`src/rtl/e2q_pkg.sv`:
```
// Shared constants, types and helper functions for the Euler-to-quaternion block.
// Used by every module of the block; depends on nothing else.
`timescale 1ns / 1ps

package e2q_pkg;

  localparam int ANGLE_WIDTH_DEF  = 16;
  localparam int OUT_WIDTH_DEF    = 16;
  localparam int CORDIC_STEPS_DEF = 16;

  // Half-angle units are 1/128 degree.
  localparam int TURN_UNITS      = 46080;
  localparam int HALF_TURN_UNITS = 23040;
  localparam int QUARTER_UNITS   = 11520;

  localparam int Z_W        = 26;  // CORDIC angle accumulator, 2^-16 degree
  localparam int Z_SHIFT    = 9;   // half angle to accumulator units
  localparam int XY_W       = 32;  // CORDIC vector
  localparam int CS_SHIFT   = 8;   // vector to cos/sin scaling
  localparam int CS_W       = 26;  // cos, sin and product terms
  localparam int PROD_W     = 2 * CS_W;
  localparam int FRAC_BITS  = 20;
  localparam int COMP_W     = 26;  // unnormalized quaternion components
  localparam int SQ_W       = 48;
  localparam int SUM_W      = 48;
  localparam int LEN_W      = SUM_W / 2;
  localparam int COMB_LAT   = 6;
  localparam int SQRT_LAT   = LEN_W;

  localparam logic signed [XY_W-1:0] CORDIC_X0 = 32'sd268435456;

  typedef struct packed {
    logic signed [COMP_W-1:0] w;
    logic signed [COMP_W-1:0] x;
    logic signed [COMP_W-1:0] y;
    logic signed [COMP_W-1:0] z;
  } quat_comp_t;

  function automatic int red_w(int aw);
    return ((aw > 16) ? aw : 16) + 2;
  endfunction

  function automatic int red_steps(int aw);
    return red_w(aw) - 15;
  endfunction

  function automatic int lane_lat(int aw, int steps);
    return red_steps(aw) + steps + 3;
  endfunction

  function automatic int div_lat(int ow);
    return ow + 3;
  endfunction

  function automatic int total_lat(int aw, int ow, int steps);
    return lane_lat(aw, steps) + COMB_LAT + SQRT_LAT + div_lat(ow);
  endfunction

  // round(atan(2^-i) in degrees * 65536)
  function automatic logic signed [Z_W-1:0] atan_val(int i);
    case (i)
      0:       return 26'sd2949120;
      1:       return 26'sd1740967;
      2:       return 26'sd919879;
      3:       return 26'sd466945;
      4:       return 26'sd234379;
      5:       return 26'sd117304;
      6:       return 26'sd58666;
      7:       return 26'sd29335;
      8:       return 26'sd14668;
      9:       return 26'sd7334;
      10:      return 26'sd3667;
      11:      return 26'sd1833;
      12:      return 26'sd917;
      13:      return 26'sd458;
      14:      return 26'sd229;
      15:      return 26'sd115;
      16:      return 26'sd57;
      17:      return 26'sd29;
      18:      return 26'sd14;
      19:      return 26'sd7;
      20:      return 26'sd4;
      21:      return 26'sd2;
      22:      return 26'sd1;
      default: return '0;
    endcase
  endfunction

  // Fixed-point product with a floor shift by FRAC_BITS.
  function automatic logic signed [CS_W-1:0] fmul(logic signed [CS_W-1:0] a,
                                                  logic signed [CS_W-1:0] b);
    logic signed [PROD_W-1:0] p;
    p = PROD_W'(a) * PROD_W'(b);
    return CS_W'(p >>> FRAC_BITS);
  endfunction

endpackage

```
`src/rtl/e2q_sqrt.sv`:
```
// Pipelined floor square root, one result bit per stage, with the
// quaternion components carried alongside. Depends on e2q_pkg.
`timescale 1ns / 1ps

module e2q_sqrt (
  input  logic                          clk,
  input  logic                          en,
  input  logic [e2q_pkg::SUM_W-1:0]     sum_i,
  input  e2q_pkg::quat_comp_t           comp_i,
  output logic [e2q_pkg::LEN_W-1:0]     len_o,
  output e2q_pkg::quat_comp_t           comp_o
);

  localparam int NW  = e2q_pkg::SUM_W;
  localparam int LW  = e2q_pkg::LEN_W;
  localparam int RMW = LW + 3;

  logic [RMW-1:0]      rem_r  [0:LW-1];
  logic [LW-1:0]       root_r [0:LW-1];
  logic [NW-1:0]       n_r    [0:LW-1];
  e2q_pkg::quat_comp_t comp_r [0:LW-1];

  for (genvar k = 0; k < LW; k++) begin : g_st
    logic [RMW-1:0]      rem_in;
    logic [LW-1:0]       root_in;
    logic [NW-1:0]       n_in;
    e2q_pkg::quat_comp_t comp_in;
    logic [RMW-1:0]      cur;
    logic [RMW-1:0]      trial;
    logic                ge;

    if (k == 0) begin : g_first
      assign rem_in  = '0;
      assign root_in = '0;
      assign n_in    = sum_i;
      assign comp_in = comp_i;
    end else begin : g_next
      assign rem_in  = rem_r[k-1];
      assign root_in = root_r[k-1];
      assign n_in    = n_r[k-1];
      assign comp_in = comp_r[k-1];
    end

    // Bring down the next two radicand bits and try root*4+1.
    assign cur   = {rem_in[RMW-3:0], n_in[NW-1-2*k -: 2]};
    assign trial = RMW'({root_in, 2'b01});
    assign ge    = (cur >= trial);

    always_ff @(posedge clk) begin
      if (en) begin
        rem_r[k]  <= ge ? cur - trial : cur;
        root_r[k] <= {root_in[LW-2:0], ge};
        n_r[k]    <= n_in;
        comp_r[k] <= comp_in;
      end
    end
  end

  assign len_o  = root_r[LW-1];
  assign comp_o = comp_r[LW-1];

endmodule

```
`config.mk`:
```
export PLATFORM = sky130hd
export DESIGN_NAME = e2q_sqrt
export DESIGN_NICKNAME = d
export VERILOG_FILES = /design/src/rtl/e2q_pkg.sv /design/src/rtl/e2q_sqrt.sv
export SDC_FILE = /design/constraint.sdc
export NUM_CORES = 2
export LEC_CHECK = 0
export ABC_CLOCK_PERIOD_IN_PS = 4500
export BUFFER_PORTS_ARGS = -buffer_cell sky130_fd_sc_hd__buf_2
export CAP_MARGIN = 15
export CELL_PAD_IN_SITES_DETAIL_PLACEMENT = 1
export CELL_PAD_IN_SITES_GLOBAL_PLACEMENT = 1
export CORE_AREA = 2 2 532 534
export CTS_CLUSTER_DIAMETER = 80
export DETAILED_ROUTE_END_ITERATION = 16
export DIE_AREA = 0 0 534 536
export PLACE_DENSITY = 0.79
export SYNTH_ARGS = -nofsm -noshare
export SYNTH_HDL_FRONTEND = slang
export SYNTH_MEMORY_MAX_BITS = 65536
export SYNTH_SLANG_ARGS = --single-unit
```
`constraint.sdc`:
```
create_clock -name clk -period 4.5 [get_ports clk]
set_input_delay 0.9 -clock clk [delete_from_list [all_inputs] [get_ports clk]]
set_output_delay 0.9 -clock clk [all_outputs]
set_load 0.005 [all_outputs]
```
# Word level (Yosys, flattened, before mapping)

Memories as Yosys holds them, arrays and structs flattened.
Index checks and enable logic that the tools add are counted.

Register bits: 0
RAM bits: 4872
Input port bits: 154
Output and inout bits: 128
Word-level logic and storage cells: 78
Memories kept: 4

Memory list:

| memory | depth | width | read ports | clocked after Yosys merged registers in | write ports | RTL line       | source |
|---|---|---|---|---|---|---|---|
| comp_r | 24    | 104   | 24         | 0                                       | 24          | e2q_sqrt.sv:21 | `e2q_pkg::quat_comp_t comp_r [0:LW-1];` |
| n_r    | 24    | 48    | 23         | 0                                       | 24          | e2q_sqrt.sv:20 | `logic [NW-1:0] n_r [0:LW-1];` |
| rem_r  | 24    | 27    | 23         | 0                                       | 24          | e2q_sqrt.sv:18 | `logic [RMW-1:0] rem_r [0:LW-1];` |
| root_r | 24    | 24    | 24         | 0                                       | 24          | e2q_sqrt.sv:19 | `logic [LW-1:0] root_r [0:LW-1];` |

$add $sub $neg: 24
Order comparisons: 24
Multiplexer cells: 26

Operators with widths:

| kind                  | count |
|---|---|
| $mux W27              | 24 |
| $ge A27 B26 Y1        | 23 |
| $sub A27 B26 Y27      | 23 |
| $sub A2 B1 Y3 const B | 1 |
| $ge A2 B1 Y1 const B  | 1 |
| $mux W1               | 2 |

# Logic depth before layout (Yosys ltp)

An unclocked memory read counts as a cell.

Word-level depth: 3
Gate-level depth with buffers: 13
Depth with buffers taken out: 12

# Least setup slack after synthesis

Ideal clock, no wire load.

Kind: register -> register
Start point: memory rem_r[2][141] in the netlist's numbering
End point: memory rem_r[2][164] in the netlist's numbering (data pin)
Setup time: 268 ps
Arrival: 2911 ps
Setup slack: 1320 ps
Stages on the path, launching flop included: 11
Path buffers: 1
Clock period less this slack: 3180 ps
Path through: edfxtp_1 ha_1 a211oi_1 o21bai_1 o2111ai_1 nand2_1 o21ai_0 nor2_1 a311oi_1 clkbuf_1 o21ai_0

RTL lines:

| element            | RTL line |
|---|---|
| start: declaration | e2q_sqrt.sv:18 |

==> results.yml <==
outcome:
  outcome: "finished clean"
sta:
  achievable-frequency_mhz: 257
  post-route-period-util_pct: 86.6
  report.final.hold_viol_count: 0
  finClkSkew_ns: 0.0626
  min_period_ns: 3.90
  worst_slew_pin_slew_ns: 1.09
  max-slew-margin-rel_pct: 27.6
  rsz0062_at_grt: "no"
  drv_slew: 0
  totalNegativeSetupSlack_ns: 0
  final-setup-viol-count: 0
critical_path:
  startpoint_type: "flop"
  required_ns: 5.14
  worst-setup-path-type: "reg2reg"
  timing.reg2reg.worst_path_depth: 11
  critical_path.max_fanout: 23
  cells_along_the_critical_path: "ha_1 -> a211oi_1 -> o21bai_1 -> o2111ai_1 -> nand2_1 -> o21ai_0 -> nor2_1 -> a311oi_4 -> buf_4 -> a211oi_1 -> a21o_1"
  regToRegSetupSlack_ns: 0.60
  worst-endpoint-arrival_ns: 4.53
  timing.rr.start: "rem_r[2][141]"
  regToRegEndpoint: "rem_r[2][166]"
  critical_path.most_common_cell: "a211oi_1"
  critical-path-max-stage-delay_ns: 0.57
  timing.critical_path.slowest_stage_cell: "a311oi_4"
  critPathCaptureType: "flop"
synth:
  synth-seq-cells: 3890
  yosys-mux-area-fraction_pct: 0.373
  avgSynthCellArea_sq_um: 18.7
  synth-adder-area-share_pct: 2.91
  synth_edf_count: 3890
  gate_count_after_technology_mapping: 7486
  synth_top_family_by_area: "simple AND/OR/NAND/NOR gates"
  yosys.area.top_type_share_pct: 83.5
  synth_top_cell_by_area: "edfxtp_1"
  synth_simple_gate_area_share_pct: 4.43
  yosysUniqueCellTypes: 78
  syn_nets: 7965
  yosys_warnings: 0
  async_s_r_ff_share_synth_pct: 0
  post_synth_xor_xnor_area_pct: 2.63
  synthTopCellsByArea: "edfxtp_1 84%, ha_1 2.9%, xnor2_1 1.4%"
  synth_area_sq_um: 140000
  synth.yosys.seq_area_share_pct: 83.5
  synth-main-ff-cell: "edfxtp_1"
  synth_compound_gate_area_share_pct: 4.21
clock_network:
  clock_latency_ns: 0.89
  tritoncts: "built"
  cts_hold_buf: 0
  cts.reportedPaths.clkPinSlew_ns: 0.06
  root_buffer: "clkbuf_16"
  post-cts-setup-buffers: 0
  max_root_sink_buffers: 4
  clock_tree.htree_level_count: 5
  tritoncts.num_buffers: 387
  cts_num_sinks: 3890
layout:
  post-route-cell-area_sq_um: 159000
  area_used_by_multi_input_combinational_logic_sq_um: 20400
  final-seq-area_sq_um: 117000
  fraction_of_layout_cells_with_a_size_suffix_above_1_pct: 12.6
  final.fill_count: 24900
  stdcell_count: 12200
  area_delta_synth_final_pct: 13.8
  finish.net_count: 8581
  final_util_pct: 56.7
pwr:
  clkPwrFrac_pct: 38.3
  power.internal_mw: 64.5
  total_leakage_power_nw: 57.0
  finalPower_mw: 83.5
  fraction_of_power_consumed_by_combinational_cells_pct: 8.1
  power.ir.vdd_worst_uv: 439
  power_density_relative_to_cell_area_nw_per_um2: 525
  sw_frac_of_total_pct: 22.7
  power.share.sequential_pct: 53.6
  switching_power_mw: 19.0
global_route:
  antenna_found_initial: 15
  first_global_vias: 67300
  gr-usage-all-layers_pct: 16.3
  gr-total-overflow: 0
  grt_pass1_wl_um: 368000
  grt_max_degree: 121
placed_design:
  port_buffers: 281
  gp_routability_congestion: 0.921
  place_inst: 11500
  place.detailed.hpwl_um: 149000
  post_dp_cell_area_sq_um: 146000
drt:
  detail_route.vias_per_cell: 5.13
  detail_route.first_pass.iterations: 5
  totalWireLength_um: 236000
  remaining_drc_errors: 0
  route.vias.total: 62400
  detail-route-antenna-nets: 0
  drt_first_iter_violations: 3224
  detail_route.wl_per_cell_um: 19.4
floorplanning:
  fp.dieArea_sq_um: 286000
  fp.coreArea_sq_um: 281000
  initial_utilization_pct: 49.8
  i_o_pin_total: 282
  rows: 195
  chipWidth_um: 534
  die_height_um: 536
job:
  max_cap_viol: 0
min_path:
  worst_hold_startpoint: "sum_i[31]"
  whs_path_cells: 1
  hold_path_end: "n_r[0][31]"
  hp-class: "in2reg"
## routing by layer
| metal | vias up | global-route usage, % | part of all wire [%] |
|---|---|---|---|
| li1 | 29800 | - | - |
| met1 | 31200 | 18.3 | 39 |
| met2 | 989 | 30.9 | 55 |
| met3 | 496 | 2.73 | 3.4 |
| met4 | 0 | 5.75 | 3.2 |
| met5 | - | 0 | 0 |
## worst max-delay path by stage
stage                          endpoint          start  slack [ns]  cells past startpoint
after floorplan           rem_r[2][164]  rem_r[2][141]        1.32                     10
after global routing       rem_r[2][22]  rem_r[1][202]        0.22                     10
after global placement     rem_r[2][22]  rem_r[1][203]        0.31                     10
after CTS                  rem_r[2][22]  rem_r[1][203]        0.23                     10
final                     rem_r[2][166]  rem_r[2][141]        0.60                     11
after detailed placement   rem_r[2][22]  rem_r[1][203]        0.25                     10
## flip-flops by register name, summed over array words and instances, names as in the netlist
name and cells:
comp_r 2496, n_r 552, rem_r 542, root_r 300
## layout by cell type (no fill, tap or decap), types with 25 or more instances in the layout
cell,count
and3_1,25
nand3_1,63
bufinv_16,41
nand2b_1,64
buf_12,45
a31oi_1,26
mux2_2,41
o21ai_0,265
xnor2_1,216
o31ai_1,34
edfxtp_1,3890
nor2b_1,50
nor2_1,289
clkbuf_16,389
or4_1,31
nand2_1,338
nor3_1,141
a21oi_1,261
buf_4,86
inv_1,419
ha_1,325
or3_1,42
o21a_1,76
clkinv_1,73
xor2_1,204
nor4_1,65
a21o_1,99
clkinv_2,69
buf_2,280
nand4_1,53
clkbuf_1,80
## final cells by class
class | count | area share (%)
antenna | 5 | 0.00786
clock buffer | 469 | 6.31
clock inverter | 240 | 1.67
inverter | 419 | 0.988
multi-input combinational | 2993 | 12.8
sequential | 3890 | 73.4
tap | 3743 | 2.94
timing repair buffer | 411 | 1.85
## critical path, delay by kind of cell (launching register included)
kind / cells / cell delay [ns]
AOI/OAI and AO/OA: 7 / 2.17
adders and majority gates: 1 / 0.39
buffers and inverters: 1 / 0.34
DFF: 1 / 0.42
and+or+nand+nor: 2 / 0.31
## power by group through the flow
stage	registers, mW	clock network [mW]	logic [mW]
after floorplan	44.9	0	4.53
final	44.8	31.9	6.76
after global placement	45.3	0	6.44
after detailed placement	45.5	0	6.77
after global routing	45.1	34.1	7.59
after CTS	44.8	32.9	6.82
## Yosys cell counts (25+ instances only)
| library cell | count |
|---|---|
| xor2_1 | 204 |
| mux2_2 | 41 |
| o31ai_1 | 34 |
| buf_4 | 106 |
| nand4_1 | 53 |
| nand2_1 | 338 |
| xnor2_1 | 216 |
| nand2b_1 | 64 |
| nor3_1 | 143 |
| and3_1 | 25 |
| nor4_1 | 65 |
| inv_1 | 419 |
| nor2_1 | 290 |
| nor2b_1 | 50 |
| ha_1 | 325 |
| clkbuf_1 | 67 |
| a31oi_1 | 26 |
| o21ai_0 | 265 |
| a21o_1 | 99 |
| nand3_1 | 63 |
| edfxtp_1 | 3890 |
| o21a_1 | 76 |
| or4_1 | 31 |
| a21oi_1 | 261 |
| or3_1 | 42 |
## metrics by stage
stage	worst slack, ns	hold slack, ns
4_1_cts	0.227	0.0464
3_3_place_gp	0.307	0.400
3_5_place_dp	0.253	0.405
2_1_floorplan	1.32	0.400
5_1_grt	0.225	0.0752
6_report	0.604	0.145
## kinds of logic after synthesis
family,count (synthesis)
fa+ha+maj,325
simple gates,1255
flops,3890
compound gates,945
mux,47
buf+inv,603
other cells,1
xor+xnor,420
## timing repair
item / in CTS / in global routing
setup endpoints to repair: 0 / 1
hold endpoints to repair: 0 / 0
gates resized for setup: 0 / 1
No activity file was read; power rests on OpenSTA's default activity.
