[config.mk]
export PLATFORM = sky130hd
export DESIGN_NAME = e2q_norm_div
export DESIGN_NICKNAME = d
export VERILOG_FILES = /design/src/rtl/e2q_pkg.sv /design/src/rtl/e2q_norm_div.sv
export SDC_FILE = /design/constraint.sdc
export NUM_CORES = 2
export LEC_CHECK = 0
export BUFFER_PORTS_ARGS = -buffer_cell sky130_fd_sc_hd__buf_4
export CAP_MARGIN = 5
export CORE_UTILIZATION = 58
export DETAILED_ROUTE_END_ITERATION = 7
export PLACE_DENSITY = 0.77
export SLEW_MARGIN = 20
export SYNTH_ARGS = -nofsm -noshare
export SYNTH_HDL_FRONTEND = slang
export SYNTH_SLANG_ARGS = --single-unit
[constraint.sdc]
create_clock -name clk -period 3.7 [get_ports clk]
set_clock_uncertainty 0.15 [all_clocks]
set_input_delay 0.37 -clock clk [delete_from_list [all_inputs] [get_ports clk]]
set_output_delay 0.37 -clock clk [all_outputs]
set_load 0.005 [all_outputs]
[src/rtl/e2q_pkg.sv]
// Shared constants, types and helper functions for the Euler-to-quaternion block.
// Used by every module of the block; depends on nothing else.
`timescale 1ns / 1ps

package e2q_pkg;

  localparam int ANGLE_WIDTH_DEF  = 16;
  localparam int OUT_WIDTH_DEF    = 16;
  localparam int CORDIC_STEPS_DEF = 16;

  // Half-angle units are 1/128 degree.
  localparam int TURN_UNITS      = 46080;
  localparam int HALF_TURN_UNITS = 23040;
  localparam int QUARTER_UNITS   = 11520;

  localparam int Z_W        = 26;  // CORDIC angle accumulator, 2^-16 degree
  localparam int Z_SHIFT    = 9;   // half angle to accumulator units
  localparam int XY_W       = 32;  // CORDIC vector
  localparam int CS_SHIFT   = 8;   // vector to cos/sin scaling
  localparam int CS_W       = 26;  // cos, sin and product terms
  localparam int PROD_W     = 2 * CS_W;
  localparam int FRAC_BITS  = 20;
  localparam int COMP_W     = 26;  // unnormalized quaternion components
  localparam int SQ_W       = 48;
  localparam int SUM_W      = 48;
  localparam int LEN_W      = SUM_W / 2;
  localparam int COMB_LAT   = 6;
  localparam int SQRT_LAT   = LEN_W;

  localparam logic signed [XY_W-1:0] CORDIC_X0 = 32'sd268435456;

  typedef struct packed {
    logic signed [COMP_W-1:0] w;
    logic signed [COMP_W-1:0] x;
    logic signed [COMP_W-1:0] y;
    logic signed [COMP_W-1:0] z;
  } quat_comp_t;

  function automatic int red_w(int aw);
    return ((aw > 16) ? aw : 16) + 2;
  endfunction

  function automatic int red_steps(int aw);
    return red_w(aw) - 15;
  endfunction

  function automatic int lane_lat(int aw, int steps);
    return red_steps(aw) + steps + 3;
  endfunction

  function automatic int div_lat(int ow);
    return ow + 3;
  endfunction

  function automatic int total_lat(int aw, int ow, int steps);
    return lane_lat(aw, steps) + COMB_LAT + SQRT_LAT + div_lat(ow);
  endfunction

  // round(atan(2^-i) in degrees * 65536)
  function automatic logic signed [Z_W-1:0] atan_val(int i);
    case (i)
      0:       return 26'sd2949120;
      1:       return 26'sd1740967;
      2:       return 26'sd919879;
      3:       return 26'sd466945;
      4:       return 26'sd234379;
      5:       return 26'sd117304;
      6:       return 26'sd58666;
      7:       return 26'sd29335;
      8:       return 26'sd14668;
      9:       return 26'sd7334;
      10:      return 26'sd3667;
      11:      return 26'sd1833;
      12:      return 26'sd917;
      13:      return 26'sd458;
      14:      return 26'sd229;
      15:      return 26'sd115;
      16:      return 26'sd57;
      17:      return 26'sd29;
      18:      return 26'sd14;
      19:      return 26'sd7;
      20:      return 26'sd4;
      21:      return 26'sd2;
      22:      return 26'sd1;
      default: return '0;
    endcase
  endfunction

  // Fixed-point product with a floor shift by FRAC_BITS.
  function automatic logic signed [CS_W-1:0] fmul(logic signed [CS_W-1:0] a,
                                                  logic signed [CS_W-1:0] b);
    logic signed [PROD_W-1:0] p;
    p = PROD_W'(a) * PROD_W'(b);
    return CS_W'(p >>> FRAC_BITS);
  endfunction

endpackage

[src/rtl/e2q_norm_div.sv]
// One normalization lane: rounded division of a component's magnitude by the
// length, one quotient bit per stage, then sign and saturation. Depends on e2q_pkg.
`timescale 1ns / 1ps

module e2q_norm_div #(
  parameter int OUT_WIDTH = e2q_pkg::OUT_WIDTH_DEF
) (
  input  logic                              clk,
  input  logic                              en,
  input  logic signed [e2q_pkg::COMP_W-1:0] comp,
  input  logic [e2q_pkg::LEN_W-1:0]         len,
  output logic signed [OUT_WIDTH-1:0]       q_o
);

  localparam int CW = e2q_pkg::COMP_W;
  localparam int LW = e2q_pkg::LEN_W;
  localparam int QB = OUT_WIDTH + 1;
  localparam int DW = LW + OUT_WIDTH + 1;
  localparam int QW = (QB > CW) ? QB : CW;
  localparam logic [QW-1:0] NMAX = QW'(64'd1 << (OUT_WIDTH - 1));
  localparam logic [QW-1:0] PMAX = NMAX - 1'b1;

  logic [CW-1:0] mag;
  assign mag = comp[CW-1] ? CW'(-comp) : CW'(comp);

  logic [DW-1:0] rem_r  [0:QB];
  logic [LW-1:0] len_r  [0:QB];
  logic [QB-1:0] q_r    [0:QB];
  logic [CW-1:0] mag_r  [0:QB];
  logic          neg_r  [0:QB];
  logic          zero_r [0:QB];
  logic signed [OUT_WIDTH-1:0] res_r;

  always_ff @(posedge clk) begin
    if (en) begin
      rem_r[0]  <= (DW'(mag) << (OUT_WIDTH - 1)) + DW'(len >> 1);
      len_r[0]  <= len;
      q_r[0]    <= '0;
      mag_r[0]  <= mag;
      neg_r[0]  <= comp[CW-1];
      zero_r[0] <= (len == '0);
    end
  end

  for (genvar j = 0; j < QB; j++) begin : g_bit
    logic [DW-1:0] dl;
    logic          ge;
    assign dl = DW'(len_r[j]) << (QB - 1 - j);
    assign ge = (rem_r[j] >= dl);
    always_ff @(posedge clk) begin
      if (en) begin
        rem_r[j+1]  <= ge ? rem_r[j] - dl : rem_r[j];
        len_r[j+1]  <= len_r[j];
        q_r[j+1]    <= {q_r[j][QB-2:0], ge};
        mag_r[j+1]  <= mag_r[j];
        neg_r[j+1]  <= neg_r[j];
        zero_r[j+1] <= zero_r[j];
      end
    end
  end

  logic [QW-1:0] qe;
  logic [QW-1:0] qs;

  always_comb begin
    // A zero length passes the magnitude through unscaled.
    qe = zero_r[QB] ? QW'(mag_r[QB]) : QW'(q_r[QB]);
    if (neg_r[QB]) begin
      qs = (qe > NMAX) ? NMAX : qe;
    end else begin
      qs = (qe > PMAX) ? PMAX : qe;
    end
  end

  always_ff @(posedge clk) begin
    if (en) begin
      res_r <= neg_r[QB] ? OUT_WIDTH'(QW'(0) - qs) : OUT_WIDTH'(qs);
    end
  end

  assign q_o = res_r;

endmodule

; Word level (Yosys, flattened, before mapping)
; Memories as Yosys holds them, arrays and structs flattened.
; Index checks and enable logic that the tools add are counted.
[op_classes]
mul = 0
eq_ne = 0
bitwise_logic = 0
reduce_logical = 1
magnitude_cmp = 19
add_sub_neg = 20
mux = 25
n_shift = 0
div = 0
[op_table]
columns = op, n
row1 = $mux 41, 17
row2 = $mux 16, 4
row3 = $mux 26, 2
row4 = $add 41x23->41, 1
row5 = $ge 41x24->1, 1
row6 = $ge 41x25->1, 1
row7 = $ge 41x26->1, 1
row8 = $ge 41x27->1, 1
row9 = $ge 41x28->1, 1
row10 = $ge 41x29->1, 1
row11 = $ge 41x30->1, 1
row12 = $ge 41x31->1, 1
row13 = $ge 41x32->1, 1
row14 = $ge 41x33->1, 1
row15 = $ge 41x34->1, 1
row16 = $ge 41x35->1, 1
row17 = $ge 41x36->1, 1
row18 = $ge 41x37->1, 1
row19 = $ge 41x38->1, 1
row20 = $ge 41x39->1, 1
row21 = $ge 41x40->1, 1
row22 = $sub 41x24->41, 1
row23 = $sub 41x25->41, 1
row24 = $sub 41x26->41, 1
row25 = other kinds (20), 21
[totals]
romBits = 0
register_bits = 16
word_cells = 72
out_inout_bits = 16
latchBits = 0
inputBits = 52
ram_bits = 1980
memories = 6
[memory_table]
columns = name, depth, width, read_ports, rd_ports_with_merged_regs, write_ports, line
row1 = rem_r, 18, 41, 17, 0, 18, e2q_norm_div.sv:26  ; logic [DW-1:0] rem_r [0:QB];
row2 = mag_r, 18, 26, 18, 0, 18, e2q_norm_div.sv:29  ; logic [CW-1:0] mag_r [0:QB];
row3 = len_r, 18, 24, 17, 0, 18, e2q_norm_div.sv:27  ; logic [LW-1:0] len_r [0:QB];
row4 = q_r, 18, 17, 18, 0, 18, e2q_norm_div.sv:28  ; logic [QB-1:0] q_r [0:QB];
row5 = neg_r, 18, 1, 18, 0, 18, e2q_norm_div.sv:30  ; logic neg_r [0:QB];
row6 = zero_r, 18, 1, 18, 0, 18, e2q_norm_div.sv:31  ; logic zero_r [0:QB];

; Longest topological paths before layout
; An unclocked memory read counts as a cell.
[logic_depth]
word_depth = 7
mapped_depth = 16
ltp_nobuf = 15

; Worst setup path after synthesis
; Ideal clock, no wire load.
[synth_timing]
kind = register to register
start = memory zero_r[17]
end = register res_r[14], in the netlist q_o[14], data pin
setup_ns = 0.254
arrival_ns = 3.307
t_required_ns = 3.296
path_slack_ns = -0.011
synth_period_minus_slack_ns = 3.711
stages_incl_launch_ff = 17
n_path_buf = 2
path_cell_list = edfxtp_1 > buf_2 > or4_1 > o22a_1 > or3_1 > nor4b_4 > o21bai_1 > o21a_1 > buf_2 > o22ai_1 > inv_1 > ha_1 > nand2_1 > a221oi_2 > nand3b_1 > o21ai_0 > a21o_1
[synth_rtl]
columns = item, line
row1 = from (decl), e2q_norm_div.sv:31
row2 = to (signal assigned), e2q_norm_div.sv:77  ; res_r <= neg_r[QB] ? OUT_WIDTH'(QW'(0) - qs) : OUT_WIDTH'(qs);
row3 = to (decl), e2q_norm_div.sv:32  ; logic signed [OUT_WIDTH-1:0] res_r;

==> flow_summary_export.csv <==
group,metric,value,unit
final_layout,stdcell_area,0.0909,mm²
sta,min_period,3.62,ns
power,leakagePower,35.3,nW
power,max-vdd-ir-drop,0.488,mV
die,dieArea,0.137,mm²
yosys,synth-seq-cells,1628,
yosys,seq_area_frac_synth,62.1,%
die,coreArea,0.134,mm²
sta,setup_viol,0,
sta,worstMarginPinSlew,0.854,ns
sta,fin_ws,0.0796,ns
power,powerDensity,729,mW/mm²
final_layout,drive_above_1_share,12.8,%
detailed_routing,wl_per_cell,19.5,µm
yosys,yosys_warnings,0,
setup_path,required,4.06,ns
place,numPortBuffers,67,
cts,cts_sinks,1628,
detailed_routing,wirelength,170000,µm
yosys,synth_edf_count,1628,
sta,maxSlewHeadroom,42.7,%
setup_path,startpoint_type,"flip-flop",
cts,htree_levels,4,
cts,cts_inserted_buffers,166,
sta,min_period_over_period,97.8,%
cts,clk-insertion-delay-late,0.78,ns
yosys,ys.flop_type,"edfxtp_1",
yosys,syn-instance-count,6270,
final_layout,area_delta_synth_final,15.4,%
die,die_x,370,µm
flow_run,cap_violations,0,
setup_path,cp-end-kind,"flip-flop",
detailed_routing,first_pass_iters,6,
setup_path,path_max_fanout,12,
detailed_routing,vias,50300,
detailed_routing,drt.antenna.violating_nets,0,
detailed_routing,drtIter0Drc,3361,
yosys,synth_fp_nets,6757,
die,rows,134,
grt,grt_antenna_before_repair,4,
sta,hold_viol_final,0,
cts,cts_tree,"built",
place,pre_cts_slack,-0.373,ns
final_layout,fin_nets,7313,
yosys,ys_types,95,
setup_path,arrival,3.98,ns
detailed_routing,drc,0,
place,place_area,0.0842,mm²
place,place_congestion,0.986,
sta,maxSlewViolCount,0,
final_layout,fillers,9398,
grt,first_global_vias,50700,
grt,grt_pass1_wl,266000,µm
sta,clock.fmax,0.276,GHz
cts,cts_root_buffer,"clkbuf_16",
die,ioPinCount,68,
hold_path,worstHoldPathType,"in2reg",
die,initial_core_util,58.7,%
run_status,status,"finished, final reports clean",
detailed_routing,vias_per_cell,5.76,
cts,clockBufferDepth,3,
yosys,synthArstFlopShare,0,%
die,die_h,370,µm
grt,grt_start_max_net_pins,101,
yosys,syn-cell-area,0.0787,mm²
place,hpwl,125000,µm
grt,grt_overflow,0,
cts,clk_pin_slew_worst_paths,0.06,ns
final_layout,post-route-util,67.7,%
setup_path,critPathKind,"reg2reg",
grt,grt_usage,24.8,%
sta,setup_tns,0,ns
yosys,syn_avg_cell_area,12.6,µm²
[layout by cell type (no fill, tap or decap), types with 105 or more instances in the layout]
cell	instances
edfxtp_1	1628
a21o_1	199
xnor2_1	291
clkbuf_16	168
a21oi_1	442
ha_1	416
inv_1	537
buf_4	414
nor2_1	365
nor3_1	105
xor2_1	192
nand2_1	439
o21ai_0	319
[synthesized netlist by cell type, drive strengths merged, types with 48 or more instances]
master,n,area share [%]
nor4,65,0.54
clkbuf,84,0.40
a21o,199,1.9
a31oi,48,0.38
ha,418,6.6
nand2b,75,0.60
edfxtp,1628,62
xnor2,291,3.2
nor3,112,0.72
inv,540,2.6
a21oi,458,2.9
o31ai,53,0.51
nand2,440,2.1
nor2b,68,0.54
nand3,97,0.62
nand4,82,0.65
mux2,68,0.97
o21a,57,0.54
nor2,367,1.8
o21ai,359,2.3
xor2,192,2.1
[metal layers]
layer	global-route usage, %	share of wire (%)
met5	0	0.0071
met4	14.0	5.9
met3	3.30	3.6
met2	46.6	53
met1	26.6	37
[metrics by stage]
| stage | hold WS [ns] | instances | power, mW |
|---|---|---|---|
| floorplan | 0.250 | 6270 | 42.4 |
| global placement | 0.250 | 8349 | 48.5 |
| detailed placement | 0.255 | 8349 | 49.0 |
| CTS | 0.0171 | 8719 | 66.1 |
| global route | 0.0539 | 8731 | 69.9 |
| finish | 0.0856 | 8732 | 66.3 |
[registers in the layout, summed over array words and instances, names as in the netlist]
signal,flops
zero_r,18
rem_r,561
mag_r,468
len_r,394
neg_r,18
q_r,153
q_o,16
[critical path: stages, from the launching register on]
cell and delay, ns:
edfxtp_1 0.45, ha_1 0.36, nor2b_1 0.18, o21ai_1 0.11, a21oi_2 0.19, nor3_1 0.10, o21a_1 0.23, a31o_2 0.29
o31a_1 0.34, o31ai_4 0.26, buf_4 0.19, buf_12 0.15, mux2_2 0.34
[area by class of cell]
type / instances / area (µm²) / area share [%]
Sequential cell: 1628 / 48900 / 53.8
Tap cell: 1768 / 2210 / 2.43
Inverter: 542 / 2040 / 2.24
Clock inverter: 101 / 1180 / 1.30
Antenna cell: 1 / 2.50 / 0.00275
Clock buffer: 204 / 4340 / 4.78
Timing Repair Buffer: 504 / 4350 / 4.79
Multi-Input combinational cell: 3984 / 27800 / 30.6
[timing repair]
item | 4_1_cts | 5_1_grt
hold buffers | 55 | 0
pin swaps | 7 | 18
cloned | 1 | 0
setup buffers | 9 | 13
hold endpoints to repair | 81 | 0
resized for setup | 20 | 85
setup endpoints to repair | 77 | 241
[logic make-up (layout without fill, tap and decap cells)]
| logic type | Yosys count | in the layout | share of synthesized area [%] |
|---|---|---|---|
| XOR/XNOR | 483 | 483 | 5.37 |
| other | 0 | 1 | 0 |
| multiplexers | 87 | 87 | 1.21 |
| adder cells (fa/ha/maj) | 435 | 435 | 7.07 |
| AND/OR/NAND/NOR | 1538 | 1538 | 9.68 |
| AO/OA/AOI/OAI | 1440 | 1441 | 11.4 |
| buffers and inverters | 659 | 1351 | 3.19 |
| flip-flops | 1628 | 1628 | 62.1 |
[final timing paths]
check / start / endpoint / slack, ns / cells past startpoint
setup / recovery: rem_r[12][5] / rem_r[13][24] / 0.08 / 12
hold / removal: comp[8] / mag_r[0][8] / 0.09 / 2
setup reg to reg: rem_r[12][5] / rem_r[13][24] / 0.08 / 12
hold reg to reg: mag_r[9][10] / mag_r[10][10] / 0.26 / 0
[power breakdown]
part	total, mW	switching [mW]	internal (mW)
clock network	16.8	7.02	9.76
logic	22.2	12.2	10.0
registers	27.3	2.22	25.1
No activity file was read; power rests on OpenSTA's default activity.
