--- src/rtl/e2q_pkg.sv ---
// Shared constants, types and helper functions for the Euler-to-quaternion block.
// Used by every module of the block; depends on nothing else.
`timescale 1ns / 1ps

package e2q_pkg;

  localparam int ANGLE_WIDTH_DEF  = 16;
  localparam int OUT_WIDTH_DEF    = 16;
  localparam int CORDIC_STEPS_DEF = 16;

  // Half-angle units are 1/128 degree.
  localparam int TURN_UNITS      = 46080;
  localparam int HALF_TURN_UNITS = 23040;
  localparam int QUARTER_UNITS   = 11520;

  localparam int Z_W        = 26;  // CORDIC angle accumulator, 2^-16 degree
  localparam int Z_SHIFT    = 9;   // half angle to accumulator units
  localparam int XY_W       = 32;  // CORDIC vector
  localparam int CS_SHIFT   = 8;   // vector to cos/sin scaling
  localparam int CS_W       = 26;  // cos, sin and product terms
  localparam int PROD_W     = 2 * CS_W;
  localparam int FRAC_BITS  = 20;
  localparam int COMP_W     = 26;  // unnormalized quaternion components
  localparam int SQ_W       = 48;
  localparam int SUM_W      = 48;
  localparam int LEN_W      = SUM_W / 2;
  localparam int COMB_LAT   = 6;
  localparam int SQRT_LAT   = LEN_W;

  localparam logic signed [XY_W-1:0] CORDIC_X0 = 32'sd268435456;

  typedef struct packed {
    logic signed [COMP_W-1:0] w;
    logic signed [COMP_W-1:0] x;
    logic signed [COMP_W-1:0] y;
    logic signed [COMP_W-1:0] z;
  } quat_comp_t;

  function automatic int red_w(int aw);
    return ((aw > 16) ? aw : 16) + 2;
  endfunction

  function automatic int red_steps(int aw);
    return red_w(aw) - 15;
  endfunction

  function automatic int lane_lat(int aw, int steps);
    return red_steps(aw) + steps + 3;
  endfunction

  function automatic int div_lat(int ow);
    return ow + 3;
  endfunction

  function automatic int total_lat(int aw, int ow, int steps);
    return lane_lat(aw, steps) + COMB_LAT + SQRT_LAT + div_lat(ow);
  endfunction

  // round(atan(2^-i) in degrees * 65536)
  function automatic logic signed [Z_W-1:0] atan_val(int i);
    case (i)
      0:       return 26'sd2949120;
      1:       return 26'sd1740967;
      2:       return 26'sd919879;
      3:       return 26'sd466945;
      4:       return 26'sd234379;
      5:       return 26'sd117304;
      6:       return 26'sd58666;
      7:       return 26'sd29335;
      8:       return 26'sd14668;
      9:       return 26'sd7334;
      10:      return 26'sd3667;
      11:      return 26'sd1833;
      12:      return 26'sd917;
      13:      return 26'sd458;
      14:      return 26'sd229;
      15:      return 26'sd115;
      16:      return 26'sd57;
      17:      return 26'sd29;
      18:      return 26'sd14;
      19:      return 26'sd7;
      20:      return 26'sd4;
      21:      return 26'sd2;
      22:      return 26'sd1;
      default: return '0;
    endcase
  endfunction

  // Fixed-point product with a floor shift by FRAC_BITS.
  function automatic logic signed [CS_W-1:0] fmul(logic signed [CS_W-1:0] a,
                                                  logic signed [CS_W-1:0] b);
    logic signed [PROD_W-1:0] p;
    p = PROD_W'(a) * PROD_W'(b);
    return CS_W'(p >>> FRAC_BITS);
  endfunction

endpackage

--- src/rtl/e2q_cordic_lane.sv ---
// One angle lane: range reduction of the half angle and a pipelined CORDIC
// that gives its cosine and sine. Depends on e2q_pkg.
`timescale 1ns / 1ps

module e2q_cordic_lane #(
  parameter int ANGLE_WIDTH  = e2q_pkg::ANGLE_WIDTH_DEF,
  parameter int CORDIC_STEPS = e2q_pkg::CORDIC_STEPS_DEF
) (
  input  logic                              clk,
  input  logic                              en,
  input  logic signed [ANGLE_WIDTH-1:0]     angle,
  output logic signed [e2q_pkg::CS_W-1:0]   cos_o,
  output logic signed [e2q_pkg::CS_W-1:0]   sin_o
);

  localparam int RW   = e2q_pkg::red_w(ANGLE_WIDTH);
  localparam int NRED = e2q_pkg::red_steps(ANGLE_WIDTH);
  localparam int ZW   = e2q_pkg::Z_W;
  localparam int XW   = e2q_pkg::XY_W;
  localparam int CW   = e2q_pkg::CS_W;
  // Whole number of turns that lifts every input to a nonnegative value.
  localparam logic [RW-1:0] OFFSET =
    RW'(((64'd1 << (ANGLE_WIDTH - 1)) + 64'd46079) / 64'd46080 * 64'd46080);
  localparam logic signed [16:0] TURN_S    = 17'(e2q_pkg::TURN_UNITS);
  localparam logic signed [16:0] HALF_S    = 17'(e2q_pkg::HALF_TURN_UNITS);
  localparam logic signed [16:0] QUARTER_S = 17'(e2q_pkg::QUARTER_UNITS);

  logic [RW-1:0]          u_r   [0:NRED];
  logic signed [XW-1:0]   x_r   [0:CORDIC_STEPS];
  logic signed [XW-1:0]   y_r   [0:CORDIC_STEPS];
  logic signed [ZW-1:0]   z_r   [0:CORDIC_STEPS];
  logic                   neg_r [0:CORDIC_STEPS];
  logic signed [CW-1:0]   cos_r;
  logic signed [CW-1:0]   sin_r;

  always_ff @(posedge clk) begin
    if (en) begin
      u_r[0] <= RW'(angle) + OFFSET;
    end
  end

  // Restoring reduction modulo one turn, one shifted turn per stage.
  for (genvar j = 0; j < NRED; j++) begin : g_red
    localparam logic [RW-1:0] SUB = RW'(64'(e2q_pkg::TURN_UNITS) << (NRED - 1 - j));
    always_ff @(posedge clk) begin
      if (en) begin
        u_r[j+1] <= (u_r[j] >= SUB) ? u_r[j] - SUB : u_r[j];
      end
    end
  end

  // Center the half angle and fold it into [-90, 90] degrees.
  logic signed [16:0] r_c;
  logic signed [16:0] r_f;
  logic               neg_f;

  always_comb begin
    r_c   = $signed({1'b0, u_r[NRED][15:0]});
    if (r_c >= HALF_S) begin
      r_c = r_c - TURN_S;
    end
    r_f   = r_c;
    neg_f = 1'b0;
    if (r_c > QUARTER_S) begin
      r_f   = r_c - HALF_S;
      neg_f = 1'b1;
    end else if (r_c < -QUARTER_S) begin
      r_f   = r_c + HALF_S;
      neg_f = 1'b1;
    end
  end

  always_ff @(posedge clk) begin
    if (en) begin
      x_r[0]   <= e2q_pkg::CORDIC_X0;
      y_r[0]   <= '0;
      z_r[0]   <= ZW'(r_f) <<< e2q_pkg::Z_SHIFT;
      neg_r[0] <= neg_f;
    end
  end

  for (genvar i = 0; i < CORDIC_STEPS; i++) begin : g_step
    localparam logic signed [ZW-1:0] ATAN = e2q_pkg::atan_val(i);
    always_ff @(posedge clk) begin
      if (en) begin
        neg_r[i+1] <= neg_r[i];
        if (!z_r[i][ZW-1]) begin
          x_r[i+1] <= x_r[i] - (y_r[i] >>> i);
          y_r[i+1] <= y_r[i] + (x_r[i] >>> i);
          z_r[i+1] <= z_r[i] - ATAN;
        end else begin
          x_r[i+1] <= x_r[i] + (y_r[i] >>> i);
          y_r[i+1] <= y_r[i] - (x_r[i] >>> i);
          z_r[i+1] <= z_r[i] + ATAN;
        end
      end
    end
  end

  logic signed [XW-1:0] xs;
  logic signed [XW-1:0] ys;

  assign xs = x_r[CORDIC_STEPS] >>> e2q_pkg::CS_SHIFT;
  assign ys = y_r[CORDIC_STEPS] >>> e2q_pkg::CS_SHIFT;

  always_ff @(posedge clk) begin
    if (en) begin
      cos_r <= neg_r[CORDIC_STEPS] ? CW'(-xs) : CW'(xs);
      sin_r <= neg_r[CORDIC_STEPS] ? CW'(-ys) : CW'(ys);
    end
  end

  assign cos_o = cos_r;
  assign sin_o = sin_r;

endmodule

--- config.mk ---
export PLATFORM = sky130hd
export DESIGN_NAME = e2q_cordic_lane
export DESIGN_NICKNAME = d
export VERILOG_FILES = /design/src/rtl/e2q_pkg.sv /design/src/rtl/e2q_cordic_lane.sv
export SDC_FILE = /design/constraint.sdc
export NUM_CORES = 2
export LEC_CHECK = 0
export BUFFER_PORTS_ARGS = -buffer_cell sky130_fd_sc_hd__buf_4
export CAP_MARGIN = 20
export CORE_AREA = 2 2 324 566
export DETAILED_ROUTE_END_ITERATION = 10
export DIE_AREA = 0 0 326 568
export GPL_TIMING_DRIVEN = 1
export SLEW_MARGIN = 30
export SYNTH_ARGS = -nofsm -noshare
export SYNTH_HDL_FRONTEND = slang
export SYNTH_SLANG_ARGS = --single-unit
--- constraint.sdc ---
create_clock -name clk -period 13.1 [get_ports clk]
set_input_delay 1.965 -clock clk [delete_from_list [all_inputs] [get_ports clk]]
set_output_delay 1.965 -clock clk [all_outputs]
set_load 0.005 [all_outputs]
Word level (Yosys, flattened, before mapping)
Memory sizes are Yosys's and may differ from the RTL's.
Cells that the tools add are included.
Storage, ports and cells
  register bits after elaboration: 52
  bits in writable memories: 1619
  input port bits: 18
  output and inout port bits: 52
  logic and storage cells: 321
  memories kept: 5
Memory list
  x_r: depth 17, width 32, read ports 17, clocked after memory_dff 0, wr ports 17, line e2q_cordic_lane.sv:29  | logic signed [XW-1:0] x_r [0:CORDIC_STEPS];
  y_r: depth 17, width 32, read ports 17, clocked after memory_dff 0, wr ports 17, line e2q_cordic_lane.sv:30  | logic signed [XW-1:0] y_r [0:CORDIC_STEPS];
  z_r: depth 17, width 26, read ports 16, clocked after memory_dff 0, wr ports 17, line e2q_cordic_lane.sv:31  | logic signed [ZW-1:0] z_r [0:CORDIC_STEPS];
  u_r: depth 4, width 18, read ports 4, clocked after memory_dff 0, wr ports 4, line e2q_cordic_lane.sv:28  | logic [RW-1:0] u_r [0:NRED];
  neg_r: depth 17, width 1, read ports 17, clocked after memory_dff 0, wr ports 17, line e2q_cordic_lane.sv:32  | logic neg_r [0:CORDIC_STEPS];
Operators by class
  add/sub/neg operators: 104
  order comparisons: 6
  multiplexer cells: 156
  bitwise gates (word level): 48
Operators with widths (number)
  32-bit two-way mux: 32
  26-bit two-way mux: 18
  1-bit two-way mux: 100
  32-bit by 17-bit adder with 32-bit output: 2
  32-bit by 18-bit adder with 32-bit output: 2
  32-bit by 19-bit adder with 32-bit output: 2
  32-bit by 20-bit adder with 32-bit output: 2
  32-bit by 21-bit adder with 32-bit output: 2
  32-bit by 22-bit adder with 32-bit output: 2
  32-bit by 23-bit adder with 32-bit output: 2
  32-bit by 24-bit adder with 32-bit output: 2
  32-bit by 25-bit adder with 32-bit output: 2
  32-bit by 26-bit adder with 32-bit output: 2
  32-bit by 27-bit adder with 32-bit output: 2
  32-bit by 28-bit adder with 32-bit output: 2
  32-bit by 29-bit adder with 32-bit output: 2
  32-bit by 30-bit adder with 32-bit output: 2
  32-bit by 31-bit adder with 32-bit output: 2
  32-bit by 17-bit subtractor with 32-bit output: 2
  32-bit by 18-bit subtractor with 32-bit output: 2
  32-bit by 19-bit subtractor with 32-bit output: 2
  32-bit by 20-bit subtractor with 32-bit output: 2
  32-bit by 21-bit subtractor with 32-bit output: 2
  32-bit by 22-bit subtractor with 32-bit output: 2
  other kinds (60): 122

Depth between registers and ports, before layout
  depth in word-level cells: 5
  mapped depth: 21
  depth with buffers taken out: 21

Worst setup path after synthesis
OpenSTA, ideal clock, no wires.
  path kind: input to register
  from: input en
  to: memory y_r[14][30] (netlist name) (data pin)
  setup time: 0.258 ns
  arrival: 6.287 ns
  required time: 12.842 ns
  slack: 6.556 ns
  stages: 19
  path buffers: 4
  cell sequence: buf_2 -> buf_2 -> nand2_1 -> clkbuf_1 -> buf_1 -> nand2_1 -> xor2_1 -> ha_1 -> a21o_1 -> a21o_1 -> a21o_1 -> a21o_1 -> a32o_1 -> a31o_1 -> or4_4 -> a311o_1 -> a31o_1 -> a21oi_2 -> xnor2_1
RTL lines
  from (decl): line e2q_cordic_lane.sv:10  | input logic en,
  to (decl): line e2q_cordic_lane.sv:30

==> flow_summary.yaml <==
worst_setup_path:
  timing.critical_path.mode_cell: "sky130_fd_sc_hd__o21ai_0"
  r2r_slack_ns: 7.05
  cp_slowest_stage_delay_ns: 0.72
  path_buf_inv: 5
  cp-end-kind: "flop"
  crit_path_max_fanout: 64
  r2r-start: "x_r[9][10]$_DFFE_PP_"
  timing.critical_path.from_type: "input pin"
  rr_endpoint: "y_r[10][28]$_DFFE_PP_"
  crit_end: "x_r[15][30]$_DFFE_PP_"
  critPathKind: "in2reg"
  worst_ep_required_time_ns: 13.62
  timing.critical_path.arrival_ns: 7.65
  path_cells: "buf_8, buf_4, nand2_1, buf_4, inv_1, buf_4, nor2_1, xor2_1, ha_1, a211oi_1, o21a_1, o221ai_1, a211oi_1, o31ai_1, o21ai_0, o21ai_0, o21ai_0, o21ai_0, a21oi_1, xnor2_1"
  timing.critical_path.max_delay_family: "compound AO/OA/AOI/OAI gates"
  r2r.worst_path.cells: 18
  setup.worst_path.start: "en"
  crit_cells: 20
  cp_slowest_cell: "sky130_fd_sc_hd__a211oi_1"
place:
  placement.io_buffers: 69
  dp.final_hpwl_microns: 206000
  dp_area_sq_um: 93200
  gp_congestion: 0.995
global_route:
  groute.layer.met2.usage: 0.552
  grt_start_max_net_pins: 162
  grt_antenna_before_repair: 1
  grt_most_used_layer: "met2"
  number_of_global_route_vias_before_repair: 68000
  grt_remaining_overflow: 0
  grt.met3_usage: 0.0271
  grt_pass1_wl_microns: 381000
  gr-usage-all-layers: 0.269
  use_met1: 0.209
logic_synthesis:
  synth_seq_area_share: 0.400
  ys_seq_elements: 1193
  async_flop_share: 0
  netlist.area_leader.share: 0.400
  ys_top_cells_by_area: "sky130_fd_sc_hd__edfxtp_1 (40%), sky130_fd_sc_hd__ha_1 (15%), sky130_fd_sc_hd__xnor2_1 (8.7%)"
  post_synth_num_cell_types: 89
  synth_enable_flop_cells: 1193
  synth_area_sq_um: 89700
  syn_area_per_cell_sq_um: 10.3
  syn-num-nets: 9811
  ys.flop_type: "sky130_fd_sc_hd__edfxtp_1"
  yosysWarningCount: 0
  synthCells: 8713
  synthDominantAreaCellType: "sky130_fd_sc_hd__edfxtp_1"
cts:
  clock_insertion_delay_worst_skew_ns: 0.78
  postCtsSetupRepairBufs: 0
  clk_path_buf_depth: 3
  worst_setup_hold_path_clk_slew_ns: 0.07
  post_cts_hold_buffer_count: 0
  cts_buffers: 118
  cts-htree-levels: 3
  cts_repair_resize_count: 0
  cts_tree: "yes"
  clock-root-buffer: "sky130_fd_sc_hd__clkbuf_16"
  numClockSinks: 1193
floorplanning:
  io_pins: 70
  initial_core_util: 0.495
  die-area_sq_um: 185000
  core_sq_um: 181000
  rows: 207
  die_height_microns: 568
  dieWidth_microns: 326
timing:
  hold_violations: 0
  report.final.slew_viol_count: 0
  finalSetupViolCount: 0
  highest_clock_rate_mhz: 140
  relative_slew_slack: 0.239
  finalCritPeriodShare: 0.544
  grt_setup_unrepaired: "no"
  tightest_slew_ns: 1.14
  finalWorstPathRequiredPeriod_ns: 7.12
  totalNegativeSetupSlack_ns: 0
  clock_skew_ns: 0.0355
cells_and_area:
  layout-drive-gt1-share: 0.0523
  synthToLayoutAreaGrowth_pct: 8.61
  final_nets: 9918
  stdcell_area_sq_um: 97400
flow_run:
  cap_viol_max_count: 0
route:
  vias_post_dr: 66100
  detailedRoute.firstIterationViolations: 3099
  first_pass_iters: 5
  routed_wirelength_microns: 254000
  remaining_drc_errors: 0
  wl_per_cell_microns: 22.4
  postRouteAntennaNets: 0
  drt-vias-per-instance: 5.84
worst_hold_path:
  hp-class: "reg2reg"
  hold_path_startpoint: "neg_r[0][5]$_DFFE_PP_"
  min_delay_path_depth: 0
status:
  result_of_the_run: "finished, final reports clean"
-- cell families (layout without fill, tap and decap cells) --
kind of cell | after synthesis | in the layout | synth area share
AOI/OAI and AO/OA | 2433 | 2433 | 0.173
and+or+nand+nor | 2102 | 2102 | 0.114
xor gates and xnor gates | 1314 | 1314 | 0.128
DFF | 1193 | 1193 | 0.400
adders and majority gates | 1080 | 1080 | 0.154
buffers and inverters | 513 | 724 | 0.0215
muxes | 78 | 78 | 0.00914
other | 0 | 1 | 0
-- stage by stage --
step / utilization / worst slack (ns) / hold slack [ns] / cells
final: 0.538 / 5.98 / 0.410 / 11300
after global routing: 0.538 / 5.43 / 0.425 / 11300
after CTS: 0.538 / 6.03 / 0.413 / 11300
after detailed placement: 0.515 / 5.20 / 0.405 / 11100
after global placement: 0.515 / 5.10 / 0.401 / 11100
after floorplan: - / 6.56 / 0.400 / 8713
-- area by class of cell --
class,count,area [sq um]
clock buffers,135,3080
repair buffers,126,1020
flip-flops and latches,1193,35800
fillers,16000,83700
diodes,1,2.50
multi-input cells,7007,51900
well taps,2403,3010
clock inverters,89,1090
inverters,374,1400
-- sequential cells by signal (all words and copies together) (netlist names) --
register	count
neg_r	17
sin_o	26
z_r	354
x_r	350
y_r	352
cos_o	26
u_r	68
-- metal layers --
layer	part of all wire	wire length (microns)
met5	0	0
met4	0.12	29200
met3	0.025	6240
met2	0.57	144000
met1	0.29	74000
-- synth_stat cells, types with 15 or more instances --
library cell                number
sky130_fd_sc_hd__a211o_1        15
sky130_fd_sc_hd__a211oi_1       74
sky130_fd_sc_hd__a21boi_0       44
sky130_fd_sc_hd__a21o_1        347
sky130_fd_sc_hd__a21oi_1       793
sky130_fd_sc_hd__a31o_2         19
sky130_fd_sc_hd__a31oi_1        83
sky130_fd_sc_hd__and2_1         43
sky130_fd_sc_hd__and3_1         62
sky130_fd_sc_hd__buf_1          31
sky130_fd_sc_hd__clkbuf_1      106
sky130_fd_sc_hd__edfxtp_1     1193
sky130_fd_sc_hd__fa_1           35
sky130_fd_sc_hd__ha_1         1045
sky130_fd_sc_hd__inv_1         372
sky130_fd_sc_hd__mux2_2         31
sky130_fd_sc_hd__mux2i_1        47
sky130_fd_sc_hd__nand2_1       422
sky130_fd_sc_hd__nand2b_1      160
sky130_fd_sc_hd__nand3_1       147
sky130_fd_sc_hd__nand4_1        59
sky130_fd_sc_hd__nor2_1        629
sky130_fd_sc_hd__nor2b_1       128
sky130_fd_sc_hd__nor3_1        206
sky130_fd_sc_hd__nor3b_1        19
sky130_fd_sc_hd__nor4_1         41
sky130_fd_sc_hd__o2111ai_1      20
sky130_fd_sc_hd__o211ai_1       25
sky130_fd_sc_hd__o21a_1        134
sky130_fd_sc_hd__o21ai_0       440
sky130_fd_sc_hd__o21bai_1      125
sky130_fd_sc_hd__o31a_1         18
sky130_fd_sc_hd__o31ai_1        75
sky130_fd_sc_hd__o41ai_1        40
sky130_fd_sc_hd__or2_2          50
sky130_fd_sc_hd__or3_1          58
sky130_fd_sc_hd__or4_1          21
sky130_fd_sc_hd__xnor2_1       894
sky130_fd_sc_hd__xor2_1        420
-- cell usage in the layout, fill, tap and decap left out, types with 59 or more instances in the layout --
cell and instances:
sky130_fd_sc_hd__a21o_1 347, sky130_fd_sc_hd__a31oi_1 83, sky130_fd_sc_hd__nor2_1 629, sky130_fd_sc_hd__nor3_1 204, sky130_fd_sc_hd__buf_4 120, sky130_fd_sc_hd__o21a_1 134
sky130_fd_sc_hd__o21ai_0 440, sky130_fd_sc_hd__nand2_1 420, sky130_fd_sc_hd__o31ai_1 74, sky130_fd_sc_hd__nand4_1 59, sky130_fd_sc_hd__a211oi_1 74, sky130_fd_sc_hd__xnor2_1 894
sky130_fd_sc_hd__nand2b_1 160, sky130_fd_sc_hd__and3_1 62, sky130_fd_sc_hd__clkbuf_16 121, sky130_fd_sc_hd__a21oi_1 793, sky130_fd_sc_hd__edfxtp_1 1193, sky130_fd_sc_hd__nand3_1 147
sky130_fd_sc_hd__o21bai_1 125, sky130_fd_sc_hd__inv_1 372, sky130_fd_sc_hd__ha_1 1045, sky130_fd_sc_hd__nor2b_1 128, sky130_fd_sc_hd__xor2_1 420
-- how the worst min path moves through the flow --
stage,endpoint
detailed placement,u_r[2][7]$_DFFE_PP_
floorplan,neg_r[0][1]$_DFFE_PP_
finish,neg_r[0][6]$_DFFE_PP_
global placement,neg_r[1][1]$_DFFE_PP_
global route,neg_r[1][4]$_DFFE_PP_
CTS,neg_r[0][6]$_DFFE_PP_
Power is left out: the tool's default activity adds up to more than one toggle a clock period on the data nets, which glitch-free logic cannot reach.
